### config.mk
export PLATFORM = sky130hd
export DESIGN_NAME = pulse_counter_period_average
export DESIGN_NICKNAME = d
export VERILOG_FILES = /design/src/design/pca_pkg.sv /design/src/design/pulse_counter_period_average.sv /design/src/design/pca_in_reg.sv /design/src/design/pca_core.sv /design/src/design/pca_out_reg.sv
export VERILOG_INCLUDE_DIRS = /design/src /design/src/design
export SDC_FILE = /design/constraint.sdc
export NUM_CORES = 1
export LEC_CHECK = 0
export BUFFER_PORTS_ARGS = -buffer_cell sky130_fd_sc_hd__buf_2
export CORE_MARGIN = 2
export CORE_UTILIZATION = 51
export DETAILED_ROUTE_END_ITERATION = 7
export PLACE_DENSITY = 0.69
export SKIP_LAST_GASP = 1
export SLEW_MARGIN = 20
export SYNTH_ARGS = -nofsm -noshare
export SYNTH_HDL_FRONTEND = slang
export SYNTH_SLANG_ARGS = --single-unit
### constraint.sdc
create_clock -name clk -period 7.38 [get_ports clk]
set_input_delay 0.369 -clock clk [delete_from_list [all_inputs] [get_ports clk]]
set_output_delay 0.369 -clock clk [all_outputs]
set_load 0.005 [all_outputs]
### src/design/pulse_counter_period_average_defines.svh
// Assertion macros shared by the pulse counter RTL files.
`ifndef PULSE_COUNTER_PERIOD_AVERAGE_DEFINES_SVH
`define PULSE_COUNTER_PERIOD_AVERAGE_DEFINES_SVH

`ifndef SYNTHESIS
// Check a property on every rising edge outside reset.
`define PCA_ASSERT(lbl, clk, rst_n, prop) \
  lbl: assert property (@(posedge clk) disable iff (!rst_n) prop) \
    else $error("pulse counter assertion failed");
// Check a property on every rising edge, reset included.
`define PCA_ASSERT_ALWAYS(lbl, clk, prop) \
  lbl: assert property (@(posedge clk) prop) \
    else $error("pulse counter reset assertion failed");
`else
`define PCA_ASSERT(lbl, clk, rst_n, prop)
`define PCA_ASSERT_ALWAYS(lbl, clk, prop)
`endif

`endif

### src/design/pca_pkg.sv
// Types and constants shared by the pulse counter modules.
package pca_pkg;

  localparam int TIME_WIDTH  = 48;
  localparam int COUNT_WIDTH = 32;
  localparam int READ_WIDTH  = 48;
  localparam int CMD_WIDTH   = 3;

  // Input tdata layout, lowest bit first: cmd, timestamp_us, write_value
  localparam int TS_LSB         = CMD_WIDTH;
  localparam int WV_LSB         = CMD_WIDTH + TIME_WIDTH;
  localparam int IN_TDATA_WIDTH = ((CMD_WIDTH + TIME_WIDTH + COUNT_WIDTH + 7) / 8) * 8;
  localparam int OUT_TDATA_WIDTH = ((READ_WIDTH + 7) / 8) * 8;

  typedef enum logic [CMD_WIDTH-1:0] {
    CMD_PULSE      = 3'd0,
    CMD_READ_COUNT = 3'd1,
    CMD_WRITE_COUNT = 3'd2,
    CMD_READ_LAST  = 3'd3,
    CMD_CLEAR_LAST = 3'd4,
    CMD_READ_AVG   = 3'd5,
    CMD_CLEAR_AVG  = 3'd6
  } cmd_t;

  typedef logic [TIME_WIDTH-1:0]  time_t;
  typedef logic [COUNT_WIDTH-1:0] count_t;
  typedef logic [READ_WIDTH-1:0]  rdata_t;

  typedef struct packed {
    count_t write_value;
    time_t  timestamp_us;
    cmd_t   cmd;
  } item_t;

  // Handshake between the input stage, the core and the output stage
  typedef struct packed {
    logic fire;     // held item moves through the core this cycle
    logic advance;  // output stage can take a result this cycle
  } flow_t;

endpackage

### src/design/pulse_counter_period_average.sv
// Top level of the pulse counter with period measurement.
//
//   Port group   Dir   Carries
//   in_*         in    command items: cmd, timestamp_us, write_value
//   out_*        out   one result item per command: read_data
//   cfg_*        in    clear_on_read register write
//
// One item per cycle sustained while out_tready stays high; an accepted
// item passes the input register, then decode and state update into the
// output register, where out_tvalid rises.
// Reset (rst_n low, synchronous) clears the count, periods, flags and both
// stage valid bits.
// A stalled output holds its result; the input register still takes one
// more item, after which in_tready follows out_tready.
`include "pulse_counter_period_average_defines.svh"

module pulse_counter_period_average (
  input  logic                                 clk,
  input  logic                                 rst_n,
  input  logic                                 in_tvalid,
  output logic                                 in_tready,
  // cmd [2:0], timestamp_us [50:3], write_value [82:51], zero pad
  input  logic [pca_pkg::IN_TDATA_WIDTH-1:0]   in_tdata,
  output logic                                 out_tvalid,
  input  logic                                 out_tready,
  // read_data [47:0]
  output logic [pca_pkg::OUT_TDATA_WIDTH-1:0]  out_tdata,
  input  logic                                 cfg_wen,
  input  logic                                 cfg_wdata
);

  pca_pkg::item_t  in_item;
  pca_pkg::item_t  item_r;
  pca_pkg::flow_t  flow;
  pca_pkg::rdata_t read_data;
  pca_pkg::rdata_t out_data_r;
  logic            in_valid_r;

  // Unpack the input item
  assign in_item.cmd          = pca_pkg::cmd_t'(in_tdata[pca_pkg::CMD_WIDTH-1:0]);
  assign in_item.timestamp_us = in_tdata[pca_pkg::TS_LSB +: pca_pkg::TIME_WIDTH];
  assign in_item.write_value  = in_tdata[pca_pkg::WV_LSB +: pca_pkg::COUNT_WIDTH];

  // Advance when the output stage is free or being drained
  assign flow.advance = !out_tvalid || out_tready;
  assign flow.fire    = in_valid_r && flow.advance;

  pca_in_reg u_in_reg (
    .clk       (clk),
    .rst_n     (rst_n),
    .in_tvalid (in_tvalid),
    .in_tready (in_tready),
    .in_item   (in_item),
    .flow      (flow),
    .valid_r   (in_valid_r),
    .item_r    (item_r)
  );

  pca_core u_core (
    .clk       (clk),
    .rst_n     (rst_n),
    .cfg_wen   (cfg_wen),
    .cfg_wdata (cfg_wdata),
    .flow      (flow),
    .item      (item_r),
    .read_data (read_data)
  );

  pca_out_reg u_out_reg (
    .clk        (clk),
    .rst_n      (rst_n),
    .flow       (flow),
    .read_data  (read_data),
    .out_tvalid (out_tvalid),
    .out_tready (out_tready),
    .data_r     (out_data_r)
  );

  assign out_tdata = pca_pkg::OUT_TDATA_WIDTH'(out_data_r);

  `PCA_ASSERT_ALWAYS(a_reset_empties, clk, !rst_n |=> (!out_tvalid && in_tready))
  `PCA_ASSERT(a_full_blocks_input, clk, rst_n, (in_valid_r && out_tvalid && !out_tready) |-> !in_tready)
  `PCA_ASSERT(a_fire_gives_result, clk, rst_n, flow.fire |=> out_tvalid)

endmodule

### src/design/pca_in_reg.sv
// Input register: holds one accepted item until the core consumes it.
module pca_in_reg (
  input  logic           clk,
  input  logic           rst_n,
  input  logic           in_tvalid,
  output logic           in_tready,
  input  pca_pkg::item_t in_item,
  input  pca_pkg::flow_t flow,
  output logic           valid_r,
  output pca_pkg::item_t item_r
);

  logic valid_nxt;
  logic take;

  // Take a new item when empty or when the held one leaves this cycle
  assign in_tready = !valid_r || flow.advance;
  assign take      = in_tvalid && in_tready;

  always_comb begin
    valid_nxt = valid_r;
    if (take) begin
      valid_nxt = 1'b1;
    end else if (flow.fire) begin
      valid_nxt = 1'b0;
    end
  end

  // Hold valid flag; payload needs no reset
  always_ff @(posedge clk) begin
    if (!rst_n) begin
      valid_r <= 1'b0;
    end else begin
      valid_r <= valid_nxt;
    end
    if (take) begin
      item_r <= in_item;
    end
  end

endmodule

### src/design/pca_core.sv
// Counter and period state with the combinational command decode.
`include "pulse_counter_period_average_defines.svh"

module pca_core (
  input  logic           clk,
  input  logic           rst_n,
  input  logic           cfg_wen,
  input  logic           cfg_wdata,
  input  pca_pkg::flow_t flow,
  input  pca_pkg::item_t item,
  output pca_pkg::rdata_t read_data
);

  logic            clear_on_read_r;
  pca_pkg::count_t pulse_total_r, pulse_total_nxt;
  pca_pkg::time_t  prev_ts_r, prev_ts_nxt;
  logic            have_prev_r, have_prev_nxt;
  pca_pkg::time_t  last_r, last_nxt;
  pca_pkg::time_t  avg_r, avg_nxt;
  pca_pkg::time_t  period;
  pca_pkg::time_t  half_sum;

  // Measured period, clamped to zero for a timestamp that went back
  assign period = (item.timestamp_us >= prev_ts_r) ?
                  (item.timestamp_us - prev_ts_r) : '0;

  // floor((avg + period) / 2) without a carry bit
  assign half_sum = (avg_r >> 1) + (period >> 1) +
                    pca_pkg::time_t'(avg_r[0] & period[0]);

  // Decode the command and form next state and read data
  always_comb begin
    pulse_total_nxt = pulse_total_r;
    prev_ts_nxt     = prev_ts_r;
    have_prev_nxt   = have_prev_r;
    last_nxt        = last_r;
    avg_nxt         = avg_r;
    read_data       = '0;
    unique case (item.cmd)
      pca_pkg::CMD_PULSE: begin
        pulse_total_nxt = pulse_total_r + 1'b1;
        if (have_prev_r) begin
          last_nxt = period;
          avg_nxt  = (avg_r == '0) ? period : half_sum;
        end
        prev_ts_nxt   = item.timestamp_us;
        have_prev_nxt = 1'b1;
      end
      pca_pkg::CMD_READ_COUNT: begin
        read_data = pca_pkg::rdata_t'(pulse_total_r);
        if (clear_on_read_r) begin
          pulse_total_nxt = '0;
        end
      end
      pca_pkg::CMD_WRITE_COUNT: pulse_total_nxt = item.write_value;
      pca_pkg::CMD_READ_LAST:   read_data = pca_pkg::rdata_t'(last_r);
      pca_pkg::CMD_CLEAR_LAST:  last_nxt = '0;
      pca_pkg::CMD_READ_AVG:    read_data = pca_pkg::rdata_t'(avg_r);
      pca_pkg::CMD_CLEAR_AVG:   avg_nxt = '0;
      default: ;
    endcase
  end

  // Update counter and period state only when an item passes through; clear_on_read loads on cfg_wen
  always_ff @(posedge clk) begin
    if (!rst_n) begin
      clear_on_read_r <= 1'b0;
      pulse_total_r   <= '0;
      prev_ts_r       <= '0;
      have_prev_r     <= 1'b0;
      last_r          <= '0;
      avg_r           <= '0;
    end else begin
      if (cfg_wen) begin
        clear_on_read_r <= cfg_wdata;
      end
      if (flow.fire) begin
        pulse_total_r <= pulse_total_nxt;
        prev_ts_r     <= prev_ts_nxt;
        have_prev_r   <= have_prev_nxt;
        last_r        <= last_nxt;
        avg_r         <= avg_nxt;
      end
    end
  end

  `PCA_ASSERT(a_pulse_sets_prev, clk, rst_n, (flow.fire && item.cmd == pca_pkg::CMD_PULSE) |=> have_prev_r)
  `PCA_ASSERT(a_avg_nonzero, clk, rst_n, (flow.fire && item.cmd == pca_pkg::CMD_PULSE && have_prev_r && item.timestamp_us > prev_ts_r) |=> (avg_r != '0))
  `PCA_ASSERT(a_clear_on_read, clk, rst_n, (flow.fire && item.cmd == pca_pkg::CMD_READ_COUNT && clear_on_read_r && !cfg_wen) |=> (pulse_total_r == '0))

endmodule

### src/design/pca_out_reg.sv
// Output register: holds one result until the downstream side takes it.
module pca_out_reg (
  input  logic            clk,
  input  logic            rst_n,
  input  pca_pkg::flow_t  flow,
  input  pca_pkg::rdata_t read_data,
  output logic            out_tvalid,
  input  logic            out_tready,
  output pca_pkg::rdata_t data_r
);

  logic valid_r, valid_nxt;

  assign out_tvalid = valid_r;

  always_comb begin
    valid_nxt = valid_r;
    if (flow.fire) begin
      valid_nxt = 1'b1;
    end else if (out_tready) begin
      valid_nxt = 1'b0;
    end
  end

  // Hold the result; load a new one whenever an item passes the core
  always_ff @(posedge clk) begin
    if (!rst_n) begin
      valid_r <= 1'b0;
    end else begin
      valid_r <= valid_nxt;
    end
    if (flow.fire) begin
      data_r <= read_data;
    end
  end

endmodule
* Word level (Yosys, flattened, before mapping)
Cells that the tools add are included.
** Word-level totals
- Output and inout port bits :: 50
- Input bits :: 94
- Register bits :: 311
** Operators by class
- Muxes and demuxes :: 13
- Bitwise logic cells :: 1
- Magnitude comparators :: 1
- Add/sub/neg operators :: 4
- Reductions and logical operators :: 17
- Equal/unequal tests :: 8
** Operator list (count)
- 2-to-1 mux 48 bit :: 4
- case mux 48 bit (2 select lines) :: 2
- case mux 48 bit (3 select lines) :: 1
- case mux 32 bit (3 select lines) :: 1
- adder 47 x 47 -> 48 bit :: 1
- adder 48 bit :: 1
- >= comparator 48 bit :: 1
- zero test 48 bit :: 1
- subtractor 48 bit :: 1
- adder 32 x 1 -> 32 bit, second input constant :: 1
- 2-to-1 mux 32 bit :: 1
- == test 3 bit, second input constant :: 3
- AND reduction 3 bit :: 3
- nonzero test 2 bit :: 4
- == test 3 x 2 -> 1 bit, second input constant :: 2
- 2-to-1 mux 1 bit :: 4
- != test 2 x 1 -> 1 bit, second input constant :: 2
- == test 3 x 1 -> 1 bit, second input constant :: 1
- zero test 3 bit :: 1
- nonzero test 3 bit :: 1
- logical AND 1 bit :: 2
- zero test 1 bit :: 2
- logical OR 1 bit :: 2
- AND reduction 2 bit :: 1
- bitwise AND 1 bit :: 1

* Depth between registers and ports, before layout
Gate-level depths: netlist of run 1.
- Word-level depth :: 7
- Mapped depth :: 26
- Gate-level depth less buffers :: 24

* Cells and area by module
A second synthesis of run 1 with hierarchy kept.
** Second synthesis, totals
- Cells, all modules :: 2072
- Area total of the unflattened synthesis :: 18203.7 um2
** By module, submodules not included
- pca_core :: area an instance 14156.1 um2, instances 1, cells an instance 1931, seq. area each 3563.4 um2
- pca_in_reg :: area an instance 2542.4 um2, instances 1, cells an instance 88, seq. area each 2512.4 um2
- pca_out_reg :: area an instance 1482.7 um2, instances 1, cells an instance 51, seq. area each 1461.4 um2
- pulse_counter_period_average :: area an instance 22.5 um2, instances 1, cells an instance 2, seq. area each 0.0 um2

* Worst setup path before layout of run 1
OpenSTA, ideal clock, no wires.
- Path type :: reg2reg
- Start :: register, netlist name u_in_reg.item_r[3]
- End :: register u_core.avg_r[45]
- Arrival time :: 5.089 ns
- Path slack :: 2.170 ns
- Library setup time :: 0.122 ns
- Clock period less this slack :: 5.210 ns
- Required time :: 7.258 ns
- Cell stages (with the launch flop) :: 24
- Buffers on the path :: 2
- Path through :: edfxtp_1 inv_1 ha_1 inv_1 fa_1 a211oi_1 o21ai_1 a21oi_2 o21ai_2 a21o_1 o211ai_2 nand2_1 buf_2 buf_2 and2_1 ha_1 a2111oi_0 a21o_1 o21ai_0 a211oi_1 o21bai_1 a31oi_1 mux2_2 a221o_1
** On the way
- Cells in the longest elaborated chain, start to end :: 7
- Elaborated cells on any way between the ends :: 9
- Those cells by class :: add/sub: 3; order compare: 1; mux: 4; bitwise: 1
** Ends and longest elaborated chain
- subtractor 48 bit or >= comparator 48 bit (tied branches) :: RTL line pca_core.sv:25, pca_core.sv:24
- 2-to-1 mux 48 bit * :: RTL line pca_core.sv:24 : assign period = (item.timestamp_us >= prev_ts_r) ?
- adder 47 x 47 -> 48 bit or bitwise AND 1 bit (tied branches) :: RTL line pca_core.sv:28, pca_core.sv:29
- adder 48 bit :: RTL line pca_core.sv:28 : assign half_sum = (avg_r >> 1) + (period >> 1) +
- 2-to-1 mux 48 bit * :: RTL line pca_core.sv:44 : avg_nxt = (avg_r == '0) ? period : half_sum;
- 2-to-1 mux 48 bit * :: RTL line pca_core.sv:42 : if (have_prev_r) begin
- case mux 48 bit (2 select lines) * :: RTL line pca_core.sv:39 : unique case (item.cmd)
- end signal: assignment :: RTL line pca_core.sv:82 : avg_r <= avg_nxt;
- end: declaration :: RTL line pca_core.sv:19 : pca_pkg::time_t avg_r, avg_nxt;
Mark *: on every way between the ends. The rest lies on a longest branch, timed or not. The select of a mux whose other input is x is not followed.
A chain may end at the register's enable or synchronous reset.

* Worst setup path after layout of run 1
- Start :: register, netlist name u_in_reg.item_r[3]
- End :: register u_core.avg_r[45]
** On the way
- Cells in the longest elaborated chain, start to end :: 7
- Elaborated cells on any way between the ends :: 9
- Those cells by class :: add/sub: 3; order compare: 1; mux: 4; bitwise: 1
** Ends and longest elaborated chain (RTL line)
- subtractor 48 bit or >= comparator 48 bit (tied branches) :: pca_core.sv:25, pca_core.sv:24
- 2-to-1 mux 48 bit * :: pca_core.sv:24
- adder 47 x 47 -> 48 bit or bitwise AND 1 bit (tied branches) :: pca_core.sv:28, pca_core.sv:29
- adder 48 bit :: pca_core.sv:28
- 2-to-1 mux 48 bit * :: pca_core.sv:44
- 2-to-1 mux 48 bit * :: pca_core.sv:42
- case mux 48 bit (2 select lines) * :: pca_core.sv:39
Marked as above.

==> results of run 1 <==
==> power by group through the flow <==
| stage | logic, mW | clock network (mW) | registers (mW) |
|---|---|---|---|
| 2_1_floorplan | 0.400 | 0 | 1.89 |
| 3_5_place_dp | 0.581 | 0 | 1.90 |
| 3_3_place_gp | 0.575 | 0 | 1.90 |
| 4_1_cts | 0.615 | 1.86 | 1.87 |
| 6_report | 0.631 | 1.84 | 1.87 |
| 5_1_grt | 0.687 | 1.93 | 1.87 |
==> final cells by class <==
type,instances,area [um^2]
repair buffers,239,1650
fillers,3099,14200
inverters,77,292
well taps,461,577
diodes,1,2.50
clock inverters,14,208
multi-input cells,1578,10000
flip-flops and latches,311,7540
clock buffers,49,981
==> Yosys cell counts, types with 28 or more instances <==
cell type / instances
a21o_1: 44
a21oi_1: 184
a22oi_1: 32
a32oi_1: 35
and2_1: 70
clkbuf_1: 95
dfxtp_1: 180
edfxtp_1: 131
ha_1: 95
inv_1: 76
mux2i_1: 35
nand2_1: 266
nand3_1: 36
nand4_1: 32
nor2_1: 161
nor2b_1: 28
nor3_1: 35
o21ai_0: 119
xnor2_1: 55
xor2_1: 36
==> routing by layer <==
layer,wire length [um],track usage [%]
met1,24000,39.8
met2,24700,45.5
met3,4890,6.07
met4,1170,8.14
met5,0,0
==> state kept, by name (all words and copies together) (netlist names) <==
signal                  count
u_core.avg_r               48
u_core.prev_ts_r           48
u_in_reg.item_r            83
u_core.have_prev_r          1
u_out_reg.out_tvalid        1
u_out_reg.data_r           48
u_core.last_r              48
u_in_reg.valid_r            1
u_core.pulse_total_r       32
u_core.clear_on_read_r      1
==> metrics by stage <==
step | cell area (um^2) | total power, mW | worst slack, ns | cells | utilization [%]
6_report | 21300 | 4.34 | 0.669 | 2730 | 60.0
2_1_floorplan | 18300 | 2.29 | 2.17 | 2089 | -
3_3_place_gp | 19300 | 2.48 | 0.842 | 2585 | 54.3
5_1_grt | 21300 | 4.49 | 0.285 | 2729 | 60.0
3_5_place_dp | 19300 | 2.48 | 0.839 | 2585 | 54.3
4_1_cts | 21300 | 4.34 | 0.791 | 2729 | 60.0
==> worst max-delay path, stage by stage, from the launching register on <==
cell	delay, ns
edfxtp_1	0.38
inv_1	0.07
ha_1	0.16
inv_1	0.05
fa_1	0.42
a211oi_1	0.32
o21ai_1	0.22
a21oi_2	0.26
o21ai_2	0.14
a21o_1	0.24
o211ai_2	0.32
nand2_1	0.53
and2_1	0.34
ha_1	0.35
a2111oi_0	0.57
a21o_1	0.27
o21ai_0	0.20
a211oi_1	0.57
o21bai_1	0.33
a31oi_1	0.25
mux2_2	0.37
a221o_1	0.25
==> path summary, 6_finish.rpt <==
| check | to | depth (start not counted) |
|---|---|---|
| worst min-delay path | u_in_reg.item_r[3] | 1 |
| worst max register to register | u_core.avg_r[45] | 21 |
| worst max-delay path | u_core.avg_r[45] | 21 |
| worst min register to register | u_core.last_r[46] | 2 |
==> cells by family (layout without fill, tap and decap cells) <==
family	count (synthesis)	after routing	share of synthesized area (%)
muxes	36	36	1.97
buffers and inverters	200	379	4.28
xor gates and xnor gates	91	91	4.35
and+or+nand+nor	715	715	18.6
DFF	311	311	41.1
AOI/OAI and AO/OA	638	638	22.9
adders and majority gates	98	98	6.82
other	0	1	0
==> out/qor_table.md, run 1 <==
| Result | This run |
|---|---|
| Hold_sp | in_tdata[3] |
| Final global-route overflow total | 0 |
| Synthesis Warnings | 0 |
| Startpoint of the worst register-to-register path | u_in_reg.item_r[3] |
| Ranking of synthesized cells by area | edfxtp_1, dfxtp_1, ha_1 |
| Switching share of total power | 26.8% |
| Num rows | 69 |
| Max Clk Rate | 0.149 GHz |
| Leading cell types in the layout, fill and taps excluded | nand2_1, a21oi_1, dfxtp_1 |
| Count of input and output buffers | 138 |
| DRT Pass-1 Iters | 5 |
| Longest Clk Path Bufs | 3 |
| Area share of the largest cell type after synthesis | 21.5% |
| Post-synthesis register bit count | 311 |
| Count of distinct cell types in the synthesized netlist | 86 |
| Remaining max-slew budget at the tightest pin | 24.2% |
| Cell area after synthesis | 18,300 um^2 |
| TritonCTS Buffers | 35 |
| Tot GR Track Use | 28.8% |
| Crit path required time | 7.82 ns |
| Number of antenna violations at the first check in global routing | 0 |
| Clock tree from TritonCTS | done |
| I/O pins | 144 |
| Synth Area per Inst | 8.77 um^2 |
| Period minus WS final | 6.71 ns |
| Horiz. Die Dim | 194 um |
| Final setup viols | 0 |
| Most instantiated flip-flop cell in the synthesis netlist | dfxtp_1 |
| Global-route wire length before repair | 86,600 um |
| Final HPWL DP | 38,400 um |
| Share of the clock period used by the worst path after layout | 90.9% |
| Iter 0 DRT Violations | 1,671 |
| Largest area contributor in the netlist | edfxtp_1 |
| Layout cells sized above 1 | 10.7% |
| Run status | complete, no violations |
| Sequential area share after synthesis | 41.1% |
| Most common library cell in the layout ignoring fill and taps | nand2_1 |
| Total number of vias | 16,600 |
| Launch point of the worst path | u_in_reg.item_r[3] |
| PD cells | 204 nW/um^2 |
| Setup_tns | 0 ns |
| Peak supply drop | 0.190 mV |
| Clk Latency, worst-skew pair | 0.55 ns |
| Static leakage | 8.02 nW |
| Max-cap violation count | 0 |
| Minimum setup slack among reg-to-reg paths | 0.67 ns |
| Post-synthesis to final-layout area growth | 16.2% |
| Root buf cell | clkbuf_16 |
| Area of the core | 35,500 um^2 |
| Overall routed net length | 54,800 um |
| Worst endpoint data arrival time | 7.15 ns |
| Measured slew at the worst slew-check pin | 1.14 ns |
| H-Tree Level Count | 2 |
| Syn Inst Count | 2,089 |
| Number of gates given a new drive strength after cts | 0 |
| Net Count, Synth | 2,281 |
| Worst setup path category | reg -> reg |
| Number of routed nets with antenna violations | 0 |
| Die outline area | 37,500 um^2 |
| Sequential Power Share | 43.1% |
| Sinks on the clock net | 311 |
| Die extent in y | 194 um |
| Kind of launch point of the worst setup path | flop |
| Clock skew | 0.0174 ns |
| Number of enable flip-flop cells after synthesis | 131 |
| Net count, final | 2,434 |
| Hold-fix buffers, CTS | 81 |
| Setup Fix Bufs, Post-CTS | 0 |
| Initial core utilization | 51.6% |
| Routed via count divided by cell count | 6.08 |
| Setup repair after global routing missed its margin | false |
| Number of global-route vias before repair | 16,100 |
| Routed wire per std cell | 20.1 um |
| Slew Limit Fails | 0 |
| Tightest Hold Check Type | in -> reg |
| Combinational share of power | 14.5% |
| RD Place Congestion | 0.923 |
| Internal power of the cells | 3.17 mW |
| DRC | 0 |
| Final hold slack | 0.0470 ns |
| Share of flip-flops with an asynchronous set or reset after synthesis | 0% |
| Endpoint kind of the worst setup timing path | flop |
| Net switching power | 1.16 mW |
| Clk slew on worst S/H paths | 0.06 ns |
| Clk pwr share | 42.4% |
| Maximum number of pins on one net before global-route repair | 85 |
| Final-report hold violation count | 0 |
| Critical-path maximum fanout | 22 |
Power figures use the tool's default switching activity.
==> run 2, diff against run 1 <==
clock period = 8.3 ns   (was 7.38 ns; I/O delays follow)
==> run 2 against run 1 <==
  * Setup slack better by 0.84 ns
  * Critical path type unchanged
  * Maximum frequency is 1.3% lower
  * Non-clock buffer count is 83 lower
  * Largest power group unchanged
  * Combinational power is 16% lower
  * Design area is 4.0% lower
  * Sequential share of layout area is 1.5 points higher
==> out/qor_table.md, run 2 (synthesized netlist as in run 1, its figures left out) <==
| Result | This run |
|---|---|
| Net switching power | 1.02 mW |
| Launch point of the worst path | u_in_reg.item_r[3] |
| Sequential Power Share | 43.7% |
| Clock skew | 0.0127 ns |
| Power, Total | 3.80 mW |
| Die extent in y | 194 um |
| Horiz. Die Dim | 194 um |
| I/O pins | 144 |
| Leading cell types in the layout, fill and taps excluded | nand2_1, a21oi_1, dfxtp_1 |
| Tightest Hold Check Type | in -> reg |
| Count of input and output buffers | 138 |
| Global-route wire length before repair | 82,900 um |
| PD cells | 186 nW/um^2 |
| Number of routed nets with antenna violations | 0 |
| Area of the core | 35,500 um^2 |
| Routed wire per std cell | 20.0 um |
| Length in cells of the worst reg-to-reg path | 22 |
| TritonCTS Buffers | 34 |
| Static leakage | 7.69 nW |
| Max-cap violation count | 0 |
| RD Place Congestion | 0.937 |
| Overall routed net length | 53,000 um |
| Register containing the most flip-flops in the final layout | u_in_reg.item_r |
| Startpoint of the worst register-to-register path | u_in_reg.item_r[3] |
| Measured slew at the worst slew-check pin | 1.07 ns |
| Kind of launch point of the worst setup path | flop |
| Setup_tns | 0 ns |
| Combinational share of power | 14.0% |
| Clock tree from TritonCTS | done |
| Clk Latency, worst-skew pair | 0.55 ns |
| FILL cells | 3,196 |
| Finished Core Util | 57.6% |
| Minimum setup slack among reg-to-reg paths | 1.50 ns |
| Clk pwr share | 42.4% |
| Final HPWL DP | 38,700 um |
| Storage cell area | 7540 um^2 |
| Critical-path maximum fanout | 20 |
| Number of antenna violations at the first check in global routing | 2 |
| Crit path required time | 8.74 ns |
| Longest Clk Path Bufs | 3 |
| Clk slew on worst S/H paths | 0.06 ns |
| Number of global-route vias before repair | 15,100 |
| Net count, final | 2,350 |
| Layout cells sized above 1 | 11.2% |
| Endpoint kind of the worst setup timing path | flop |
| Worst endpoint data arrival time | 7.24 ns |
| Internal power of the cells | 2.78 mW |
| Final-report hold violation count | 0 |
| DRT Pass-1 Iters | 5 |
| Iter 0 DRT Violations | 1,612 |
| Die outline area | 37,500 um^2 |
| Remaining max-slew budget at the tightest pin | 28.5% |
| Setup Fix Bufs, Post-CTS | 0 |
| Initial core utilization | 51.6% |
| Setup repair after global routing missed its margin | false |
| Max Clk Rate | 0.147 GHz |
| Area of the multi-input gates | 10,000 um^2 |
| Sinks on the clock net | 311 |
| Number of instances in the placed design | 2,583 |
| Share of the clock period used by the worst path after layout | 81.9% |
| Most common library cell in the layout ignoring fill and taps | nand2_1 |
| Summed area of non-filler cells in the final layout | 20,400 um^2 |
| Switching share of total power | 26.8% |
| Peak supply drop | 0.195 mV |
| Worst setup path category | reg -> reg |
| DRC | 0 |
| Final setup viols | 0 |
| Root buf cell | clkbuf_16 |
| Hold-fix buffers, CTS | 0 |
| Max reg flops | 83 |
| Post-placement setup slack | 1.69 ns |
| Maximum number of pins on one net before global-route repair | 74 |
| Post-synthesis to final-layout area growth | 11.6% |
| Num rows | 69 |
| Tot GR Track Use | 27.7% |
| Final worst slack | 1.50 ns |
| Run status | complete, no violations |
| Placed cell area | 19,300 um^2 |
| Capture point of the worst reg-to-reg path | u_core.avg_r[45] |
| Routed via count divided by cell count | 6.10 |
| Total number of vias | 16,100 |
| Count of placed standard cells in the final layout, fillers left out | 2,645 |
| Destination of the critical timing path | u_core.avg_r[45] |
| Period minus WS final | 6.80 ns |
| H-Tree Level Count | 2 |
| Final global-route overflow total | 0 |
| Final hold slack | 0.0346 ns |
| Number of gates given a new drive strength after cts | 0 |
| Slew Limit Fails | 0 |
| Antenna cell count | 0 |
run 2: per-layer routing:
metal | GRT usage [%] | share of wire, % | vias up
li1 | - | - | 7767
met1 | 39.7 | 45 | 7642
met2 | 42.4 | 44 | 637
met3 | 4.36 | 7.7 | 96
met4 | 9.98 | 3.1 | 0
met5 | 0 | 0 | -
run 2: worst min path at each step:
stage / start / endpoint / depth (start not counted)
final: in_tdata[65] / u_in_reg.item_r[65] / 1
after global routing: in_tdata[23] / u_in_reg.item_r[23] / 1
after CTS: in_tdata[70] / u_in_reg.item_r[70] / 1
after detailed placement: u_core.last_r[37] / u_core.last_r[37] / 2
after global placement: u_core.last_r[22] / u_core.last_r[22] / 2
after floorplan: u_core.last_r[21] / u_core.last_r[21] / 2
run 2: critical path: stages, from the launching register on:
cell and delay [ns]:
edfxtp_1 0.39, inv_1 0.08, ha_1 0.18, inv_1 0.07, fa_1 0.42, a211oi_1 0.32, o21ai_1 0.21, a21oi_2 0.26
o21ai_2 0.13, a21o_1 0.23, o211ai_2 0.30, nand2_1 0.49, buf_4 0.40, and2_1 0.16, ha_1 0.34, a2111oi_0 0.53
a21o_1 0.24, o21ai_0 0.19, a211oi_1 0.54, o21bai_1 0.32, a31oi_1 0.25, mux2_2 0.36, a221o_1 0.25
run 2: final cells by class:
type / count / share of cell area (%)
repair buffers: 156 / 4.04
flip-flops and latches: 311 / 36.9
clock buffers: 43 / 4.64
multi-input cells: 1578 / 49.1
inverters: 77 / 1.43
clock inverters: 19 / 1.11
well taps: 461 / 2.82
run 2: power by group through the flow:
stage	sequential (mW)	combinational (mW)	clock [mW]
finish	1.66	0.530	1.61
floorplan	1.68	0.356	0
CTS	1.66	0.520	1.64
global placement	1.69	0.510	0
global route	1.66	0.577	1.70
detailed placement	1.69	0.517	0
